**src/hdl/c5zp_pkg.sv**
```systemverilog
// Shared constants and types for the 5x5 zero-padded convolution block.
package c5zp_pkg;

	localparam int MAX_WIDTH       = 1024;
	localparam int MAX_HEIGHT      = 1024;
	localparam int PIXEL_BITS      = 8;
	localparam int COEF_BITS       = 12;
	localparam int COEF_PITCH      = 12;
	localparam int KSIZE           = 5;
	localparam int LINES           = KSIZE - 1;
	localparam int OUT_BITS        = 25;
	localparam int CFG_BITS        = KSIZE * COEF_PITCH;
	localparam int IDX_BITS        = 3;
	localparam int DIM_BITS        = 11;
	localparam int FRAME_DIM_RESET = 1024;
	localparam int COL_BITS        = $clog2(MAX_WIDTH);
	localparam int POS_BITS        = $clog2(MAX_WIDTH * MAX_HEIGHT + 2 * MAX_WIDTH + 2);
	localparam int PROD_BITS       = PIXEL_BITS + 1 + COEF_BITS;
	localparam int ROW_BITS        = PROD_BITS + $clog2(KSIZE);
	localparam int SUM_BITS        = ROW_BITS + $clog2(KSIZE);

	typedef enum logic [IDX_BITS-1:0] {
		REG_COEF_0       = 3'd0,
		REG_COEF_1       = 3'd1,
		REG_COEF_2       = 3'd2,
		REG_COEF_3       = 3'd3,
		REG_COEF_4       = 3'd4,
		REG_FRAME_WIDTH  = 3'd5,
		REG_FRAME_HEIGHT = 3'd6
	} cfg_reg_t;

	typedef enum logic {
		OP_PIXEL = 1'b0,
		OP_DRAIN = 1'b1
	} op_t;

	typedef logic [PIXEL_BITS-1:0]                        pix_t;
	typedef logic [LINES-1:0][PIXEL_BITS-1:0]             lines_t;
	typedef logic [KSIZE-1:0][PIXEL_BITS-1:0]             vec_t;
	typedef logic [KSIZE-1:0][KSIZE-1:0][PIXEL_BITS-1:0]  win_t;
	typedef logic [KSIZE-1:0][CFG_BITS-1:0]               coef_bank_t;

	// per-item control carried alongside the pixel column
	typedef struct packed {
		logic             has_res;
		logic [KSIZE-1:0] row_ok;
		logic [KSIZE-1:0] col_ok;
		logic             last;
	} item_ctl_t;

endpackage

```
**src/hdl/c5zp_window.sv**
```systemverilog
// 5x5 window shift register and masked window snapshot stage.
module c5zp_window import c5zp_pkg::*; (
	input  logic      clk,
	input  logic      arst_n,
	input  logic      shift_en,
	input  logic      load_en,
	input  vec_t      col_vec,
	input  item_ctl_t ctl,
	output logic      ready,
	output logic      snap_valid,
	input  logic      snap_ready,
	output win_t      snap,
	output logic      snap_last
);

	win_t win_q;
	win_t win_d;
	win_t masked;
	win_t snap_s2;
	logic last_s2;
	logic v_s2;

	always_comb begin
		for (int i = 0; i < KSIZE; i++) begin
			for (int j = 0; j < KSIZE - 1; j++) begin
				win_d[i][j] = win_q[i][j+1];
			end
			win_d[i][KSIZE-1] = col_vec[i];
		end
	end

	// zero padding: taps outside the frame read as zero
	always_comb begin
		for (int i = 0; i < KSIZE; i++) begin
			for (int j = 0; j < KSIZE; j++) begin
				masked[i][j] = (ctl.row_ok[i] && ctl.col_ok[j]) ? win_d[i][j] : '0;
			end
		end
	end

	always_ff @(posedge clk) begin
		if (shift_en) begin
			win_q <= win_d;
		end
		if (load_en) begin
			snap_s2 <= masked;
			last_s2 <= ctl.last;
		end
	end

	assign ready = !v_s2 || snap_ready;

	always_ff @(posedge clk or negedge arst_n) begin
		if (!arst_n) begin
			v_s2 <= 1'b0;
		end else if (ready) begin
			v_s2 <= load_en;
		end
	end

	assign snap_valid = v_s2;
	assign snap       = snap_s2;
	assign snap_last  = last_s2;

endmodule

```
**config.mk**
```make
export PLATFORM = sky130hd
export DESIGN_NAME = c5zp_window
export DESIGN_NICKNAME = d
export VERILOG_FILES = /design/src/hdl/c5zp_pkg.sv /design/src/hdl/c5zp_window.sv
export SDC_FILE = /design/constraint.sdc
export NUM_CORES = 1
export LEC_CHECK = 0
export ABC_AREA = 0
export BUFFER_PORTS_ARGS = -buffer_cell sky130_fd_sc_hd__buf_2
export CORE_ASPECT_RATIO = 1.1
export CORE_UTILIZATION = 45
export DETAILED_ROUTE_END_ITERATION = 10
export PLACE_DENSITY = 0.68
export SETUP_SLACK_MARGIN = 0.1
export SKIP_LAST_GASP = 1
export SYNTH_ARGS = -nofsm -noshare
export SYNTH_HDL_FRONTEND = slang
export SYNTH_SLANG_ARGS = --single-unit
```
**constraint.sdc**
```tcl
create_clock -name clk -period 2.4 [get_ports clk]
set_clock_uncertainty 0.15 [all_clocks]
set_input_delay 0 -clock clk [delete_from_list [all_inputs] [get_ports clk]]
set_output_delay 0 -clock clk [all_outputs]
set_load 0.01 [all_outputs]
```
After elaboration in Yosys (flattened, before gate mapping)
Cells that the tools add are included.
{"block": "totals", "register_bits": 362, "elab_cells": 74, "input_bits": 57, "output_inout_bits": 203}
{"block": "op_classes", "reduce_logical": 27}
{"op": "$logic_and 1x1->1", "n": 25}
{"op": "$logic_not 1->1", "n": 1}
{"op": "$logic_or 1x1->1", "n": 1}

Logic depth before layout (Yosys ltp)
Gate-level depths: netlist (run 1).
{"block": "depth", "word_depth": 2, "ltp_mapped": 2, "mapped_depth_nobuf": 2}

Worst setup path after synthesis (run 1)
OpenSTA, ideal clock, no wires.
{"block": "synth_timing", "path_kind": "reg-to-reg", "start": "register win_q (netlist bit win_d[100])", "end": "register snap_s2 (netlist bit snap[100]) (data pin)", "n_path_buf": 0, "setup_time_ps": 256, "arrival_ps": 547, "slack_ps": 1448, "period_less_slack_ps": 952, "required_ps": 1994, "stages_incl_launch_ff": 2, "cell_sequence": "edfxtp_1 > and3_2"}
{"item": "from (decl)", "line_no": "c5zp_window.sv:16", "source": "win_t win_q;"}
{"item": "from (signal assigned)", "line_no": "c5zp_window.sv:43", "source": "win_q <= win_d;"}
{"item": "to (signal assigned)", "line_no": "c5zp_window.sv:46", "source": "snap_s2 <= masked;"}
{"item": "to (decl)", "line_no": "c5zp_window.sv:19", "source": "win_t snap_s2;"}
No word-level cell between the ends.

Worst setup path in the final report (run 1)
{"block": "layout_timing", "start": "input port shift_en", "end": "register win_q (netlist bit win_d[85]), enable pin"}
{"item": "from (decl)", "line_no": "c5zp_window.sv:5", "source": "input logic shift_en,"}
No word-level cell between the ends.

==> impl_metrics.tcl, run 1 <==
set metrics [dict create \
    syn_inst 604 \
    synth_compound_area_share_pct 0 \
    cts_buffers 36 \
    maxCapViolCount 0 \
    hold_path.startpoint "load_en" \
    placed_cells 1192 \
    drt_iter0_markers 426 \
    rr_endpoint "snap[184]" \
    layout-drive-gt1-share_pct 49.3 \
    clockBufferDepth 3 \
    drcViolationCount 0 \
    muxShareOfSynthArea_pct 0 \
    outcome "finished, final reports clean" \
    viasPerCell 4.96 \
    startpoint_type "input pin" \
    netlist-cell-type-count 7 \
    fp.dieW_um 161 \
    p_per_area_nw_per_um2 858 \
    h-tree-depth 2 \
    ys_seq_elements 362 \
    grt_pass1_wl_um 35600 \
    rows 63 \
    r2r-start "win_d[184]" \
    hold_depth 1 \
    final_max_slew_viol_count 0 \
    num_vias 6443 \
    die_h_um 177 \
    setup_viol 0 \
    p_leak_nw 6.57 \
    cp_cell_sequence "dlygate4sd3_1 > buf_6 > buf_4" \
    grt_usage_pct 16.4 \
    synthSimpleGateAreaFrac_pct 11.6 \
    whs_ns 0.0108 \
    grt_max_degree 76 \
    relSlewSlack_pct 49.5 \
    hpwl_um 14000 \
    synthAdderAreaFrac_pct 0 \
    fin_crit_ns 1.36 \
    clk_pin_slew_worst_paths_ns 0.06 \
    r2r_cells 1 \
    worst_pin_slew_ns 0.758 \
    routedWlPerCell_um 18.1 \
    layout.nets 975 \
    worst_ep_required_time_ns 2.42 \
    synth.cell_area_um2 12500 \
    holdBufCountCts 45 \
    syn_to_final_growth_pct 26.0 \
    grt_pass1_vias 6482 \
    syn_avg_cell_area_um2 20.7 \
    dieArea_um2 28500 \
    hold_class "input pin to register" \
    fmax_mhz 733 \
    rsz0062_at_grt "no" \
    r2r_setup_slack_ns 1.35 \
    fill_cells 2038 \
    worst_ir_drop_vdd_v 0.000621 \
    syn_nets 661 \
    synth_warnings 0 \
    clk_latency_ns 0.49 \
    crit_fanout 50 \
    diodes 0 \
    synth_top_family_by_area "simple AND/OR/NAND/NOR gates" \
    root_buffer "clkbuf_16" \
    fin_util_pct 58.2 \
    antenna_left 0 \
    finalHoldViolations 0 \
    hold-path-endpoint "snap_last" \
    multi_input_area_um2 1450 \
    final_cell_count_no_fill 1300 \
    post_cts_buffers 0 \
    start_util_pct 46.2 \
    cts_sinks 362 \
    critPathArrivalTime_ns 1.38 \
    ff_latch_area_um2 10900 \
    core_um2 27100 \
    end_kind "register" \
    period_share_pct 56.9 \
    tns_ns 0 \
    antenna_found_initial 1 \
    synthXorXnorAreaFrac_pct 0 \
    critical_path_class "input pin to register" \
    portBuffers 258 \
    cp_slowest_cell "dlygate4sd3_1" \
    cts_resized 0 \
    first_pass_iters 4 \
    slowest_delay_ns 0.54 \
    wirelength_um 23600 \
    grt_overflow 0 \
    gp_congestion 0.713 \
    final_common_cell "edfxtp_1" \
    ios 260 \
    final_cell_mix "361 x edfxtp_1, 256 x buf_2, 150 x and3_2, 50 x and3_1, 45 x dlygate4sd3_1" \
    cts_tree "done" \
    seq_area_frac_synth_pct 86.8 \
]
[worst max path at each step]
stage,slack [ns],to,startpoint
finish,1.04,win_d[85],shift_en
CTS,1.03,win_d[85],shift_en
floorplan,1.45,snap[100],win_d[100]
global route,0.98,win_d[85],shift_en
global placement,0.98,snap[186],load_en
detailed placement,0.97,snap[194],load_en
[power breakdown]
part / leakage [nW] / internal [mW] / switching (mW) / total (mW)
sequential: 3.61 / 7.41 / 0.122 / 7.53
clock: 0.530 / 3.04 / 2.16 / 5.20
combinational: 2.43 / 0.328 / 0.471 / 0.799
[flip-flops by register name (all words and copies together) (netlist names)]
register    cells
snap          200
snap_valid      1
win_d         160
snap_last       1
[through the flow]
| stage | setup WS, ns | power [mW] | cell area [µm²] |
|---|---|---|---|
| after floorplan | 1.45 | 7.93 | 12500 |
| after detailed placement | 0.967 | 8.41 | 14200 |
| after global routing | 0.983 | 14.0 | 15800 |
| after global placement | 0.982 | 8.39 | 14200 |
| final | 1.04 | 13.5 | 15800 |
| after CTS | 1.03 | 13.7 | 15800 |
[cells in the mapped netlist, drive strengths merged]
| library cell | instances | area (µm²) |
|---|---|---|
| dfrtp | 1 | 25.0 |
| clkbuf | 22 | 110 |
| edfxtp | 361 | 10800 |
| nand2b | 2 | 12.5 |
| and3 | 200 | 1440 |
| buf | 18 | 90.1 |
[area by class of cell]
cell class | instances | area share (%)
Multi-Input combinational cell | 202 | 9.20
Timing Repair Buffer | 316 | 12.2
Clock buffer | 48 | 6.13
Sequential cell | 362 | 68.9
Clock inverter | 15 | 0.778
Tap cell | 357 | 2.83
[logic make-up after synthesis]
| group | after synthesis |
|---|---|
| buffers and inverters | 40 |
| and+or+nand+nor | 202 |
| DFF | 362 |
[critical path, delay by kind of cell]
kind     cells  cell delay [ns]
buf+inv      3             1.34
[per-layer routing]
layer  up-vias  GRT usage [%]  routed length [µm]
li1       3006              -                   -
met3        46           5.06                1990
met4         0           5.70                 610
met5         -              0                   0
met1      3140           21.0                9770
met2       251           26.5               11200
No activity file was read; power rests on OpenSTA's default activity.
==> run 2, diff against run 1 <==
- clock period: 2.4 -> 1.4 ns (I/O delays scaled with it)
==> run 2 against run 1 <==
  * Register-to-register slack got worse by 0.98 ns
  * Core utilization increased by 0.47 points
  * Hold slack better by 0.025 ns
  * Combinational power increased by 78%
  * Die area unchanged
  * First-iteration DRC count fell by 17%
  * Final cell count rose by 0.69%
  * Flip-flop and latch count did not move
  * Critical endpoint is now ready
==> impl_metrics.tcl, run 2 (synthesis results as in run 1) <==
set metrics [dict create \
    fin_crit_ns 1.24 \
    postPlaceCellArea_um2 14300 \
    worst_pin_slew_ns 0.797 \
    hold_class "input pin to register" \
    rr_endpoint "snap[148]" \
    pre_cts_slack_ns 0.167 \
    crit_fanout 2 \
    die_h_um 177 \
    cts_resized 0 \
    rsz0062_at_grt "no" \
    fill_cells 2031 \
    layout-drive-gt1-share_pct 49.6 \
    worst_ir_drop_vdd_v 0.00137 \
    hold_path.startpoint "ctl[7]" \
    viasPerCell 4.98 \
    root_buffer "clkbuf_16" \
    maxCapViolCount 0 \
    syn_to_final_growth_pct 27.0 \
    cts_buffers 36 \
    critical_path_class "register to output pin" \
    start_util_pct 46.2 \
    antenna_found_initial 0 \
    grt_usage_pct 16.8 \
    rows 63 \
    worst_ep_required_time_ns 1.25 \
    wirelength_um 24400 \
    tns_ns 0 \
    grt_pass1_vias 6550 \
    clk_pin_slew_worst_paths_ns 0.06 \
    grt_pass1_wl_um 36500 \
    antenna_left 0 \
    final_max_slew_viol_count 0 \
    hpwl_um 14700 \
    dieArea_um2 28500 \
    h-tree-depth 2 \
    first_pass_iters 4 \
    largest_register_ffs 200 \
    grt_overflow 0 \
    end_kind "output pin" \
    clockBufferDepth 3 \
    setup_viol 0 \
    layout.nets 983 \
    placed_cells 1197 \
    clk_latency_ns 0.50 \
    ios 260 \
    drt_iter0_markers 355 \
    fp.dieW_um 161 \
    portBuffers 258 \
    num_vias 6517 \
    final_common_cell "edfxtp_1" \
    hold_depth 2 \
    core_um2 27100 \
    cts_sinks 362 \
    hold-path-endpoint "snap[45]" \
    r2r_cells 1 \
    r2r_setup_slack_ns 0.37 \
    p_leak_nw 6.62 \
    outcome "finished, final reports clean" \
    relSlewSlack_pct 46.9 \
    startpoint_type "register" \
    routedWlPerCell_um 18.6 \
    fin_ws_ns 0.158 \
    drcViolationCount 0 \
    p_per_area_nw_per_um2 1460 \
    fin_area_um2 15900 \
    r2r-start "win_d[148]" \
    gp_congestion 0.740 \
    finalHoldViolations 0 \
    final_cell_count_no_fill 1309 \
    cts_tree "done" \
    grt_max_degree 41 \
    final_cell_mix "361 x edfxtp_1, 256 x buf_2, 150 x and3_2, 50 x and3_1, 47 x dlygate4sd3_1" \
    period_share_pct 88.7 \
    fmax_mhz 805 \
    critPathArrivalTime_ns 1.09 \
]
run 2: changes by cell type in the layout (fill, tap and decap cells not counted), sizes merged:
| cell | previous run | this run |
|---|---|---|
| buf | 270 | 276 |
| diode | 0 | 2 |
| dlygate4sd3 | 45 | 47 |
| clkinvlp | 0 | 2 |
| clkbuf | 49 | 53 |
| clkinv | 13 | 6 |
run 2: worst max-delay path by stage:
stage | startpoint | to | slack, ns | cells after the start
after floorplan | win_d[100] | snap[100] | 0.45 | 1
after global placement | ctl[4] | snap[30] | 0.21 | 2
after detailed placement | ctl[5] | snap[112] | 0.17 | 2
after CTS | snap_valid | ready | 0.14 | 2
after global routing | snap_valid | ready | 0.1 | 2
final | snap_valid | ready | 0.16 | 2
run 2: cell type report:
cell class	count	area [µm²]	area share (%)
timing repair buffer	324	2040	12.9
antenna	2	5.00	0.0315
sequential	362	10900	68.4
tap	357	447	2.81
multi-input combinational	202	1450	9.13
clock buffer	52	982	6.18
clock inverter	10	101	0.638
run 2: worst max-delay path, stage by stage (launching register included):
cell,delay [ns]
dfrtp_1,0.37
nand2b_1,0.09
buf_2,0.13
run 2: where the power goes:
| part | switching (mW) | internal, mW | total, mW | leakage, nW |
|---|---|---|---|---|
| sequential | 0.211 | 12.7 | 12.9 | 3.61 |
| combinational | 0.826 | 0.596 | 1.42 | 2.49 |
| clock | 3.72 | 5.24 | 8.95 | 0.519 |
| total | 4.75 | 18.5 | 23.3 | 6.62 |
run 2: routing by layer:
| layer | wire length (µm) | vias to the layer above | track usage, % | share of wire (%) |
|---|---|---|---|---|
| met3 | 1810 | 40 | 4.97 | 7.4 |
| met4 | 573 | 0 | 5.50 | 2.3 |
| met5 | 0 | - | 0 | 0 |
| met1 | 10200 | 3212 | 21.7 | 42 |
| li1 | - | 3021 | - | - |
| met2 | 11800 | 244 | 27.4 | 48 |
run 2: stage by stage:
| stage | utilization (%) | hold WS (ns) | power, mW |
|---|---|---|---|
| after floorplan | - | -0.446 | 13.6 |
| final | 58.6 | 0.0361 | 23.3 |
| after global routing | 58.6 | 0.0580 | 24.0 |
| after detailed placement | 52.8 | -0.374 | 14.5 |
| after CTS | 58.6 | 0.0222 | 23.5 |
| after global placement | 52.8 | -0.375 | 14.4 |
run 2: repair_timing:
item / in CTS / in global routing
hold buffers: 47 / 0
hold endpoints to repair: 293 / 0
endpoints found under the setup margin: 0 / 1
setup buffers: 0 / 1
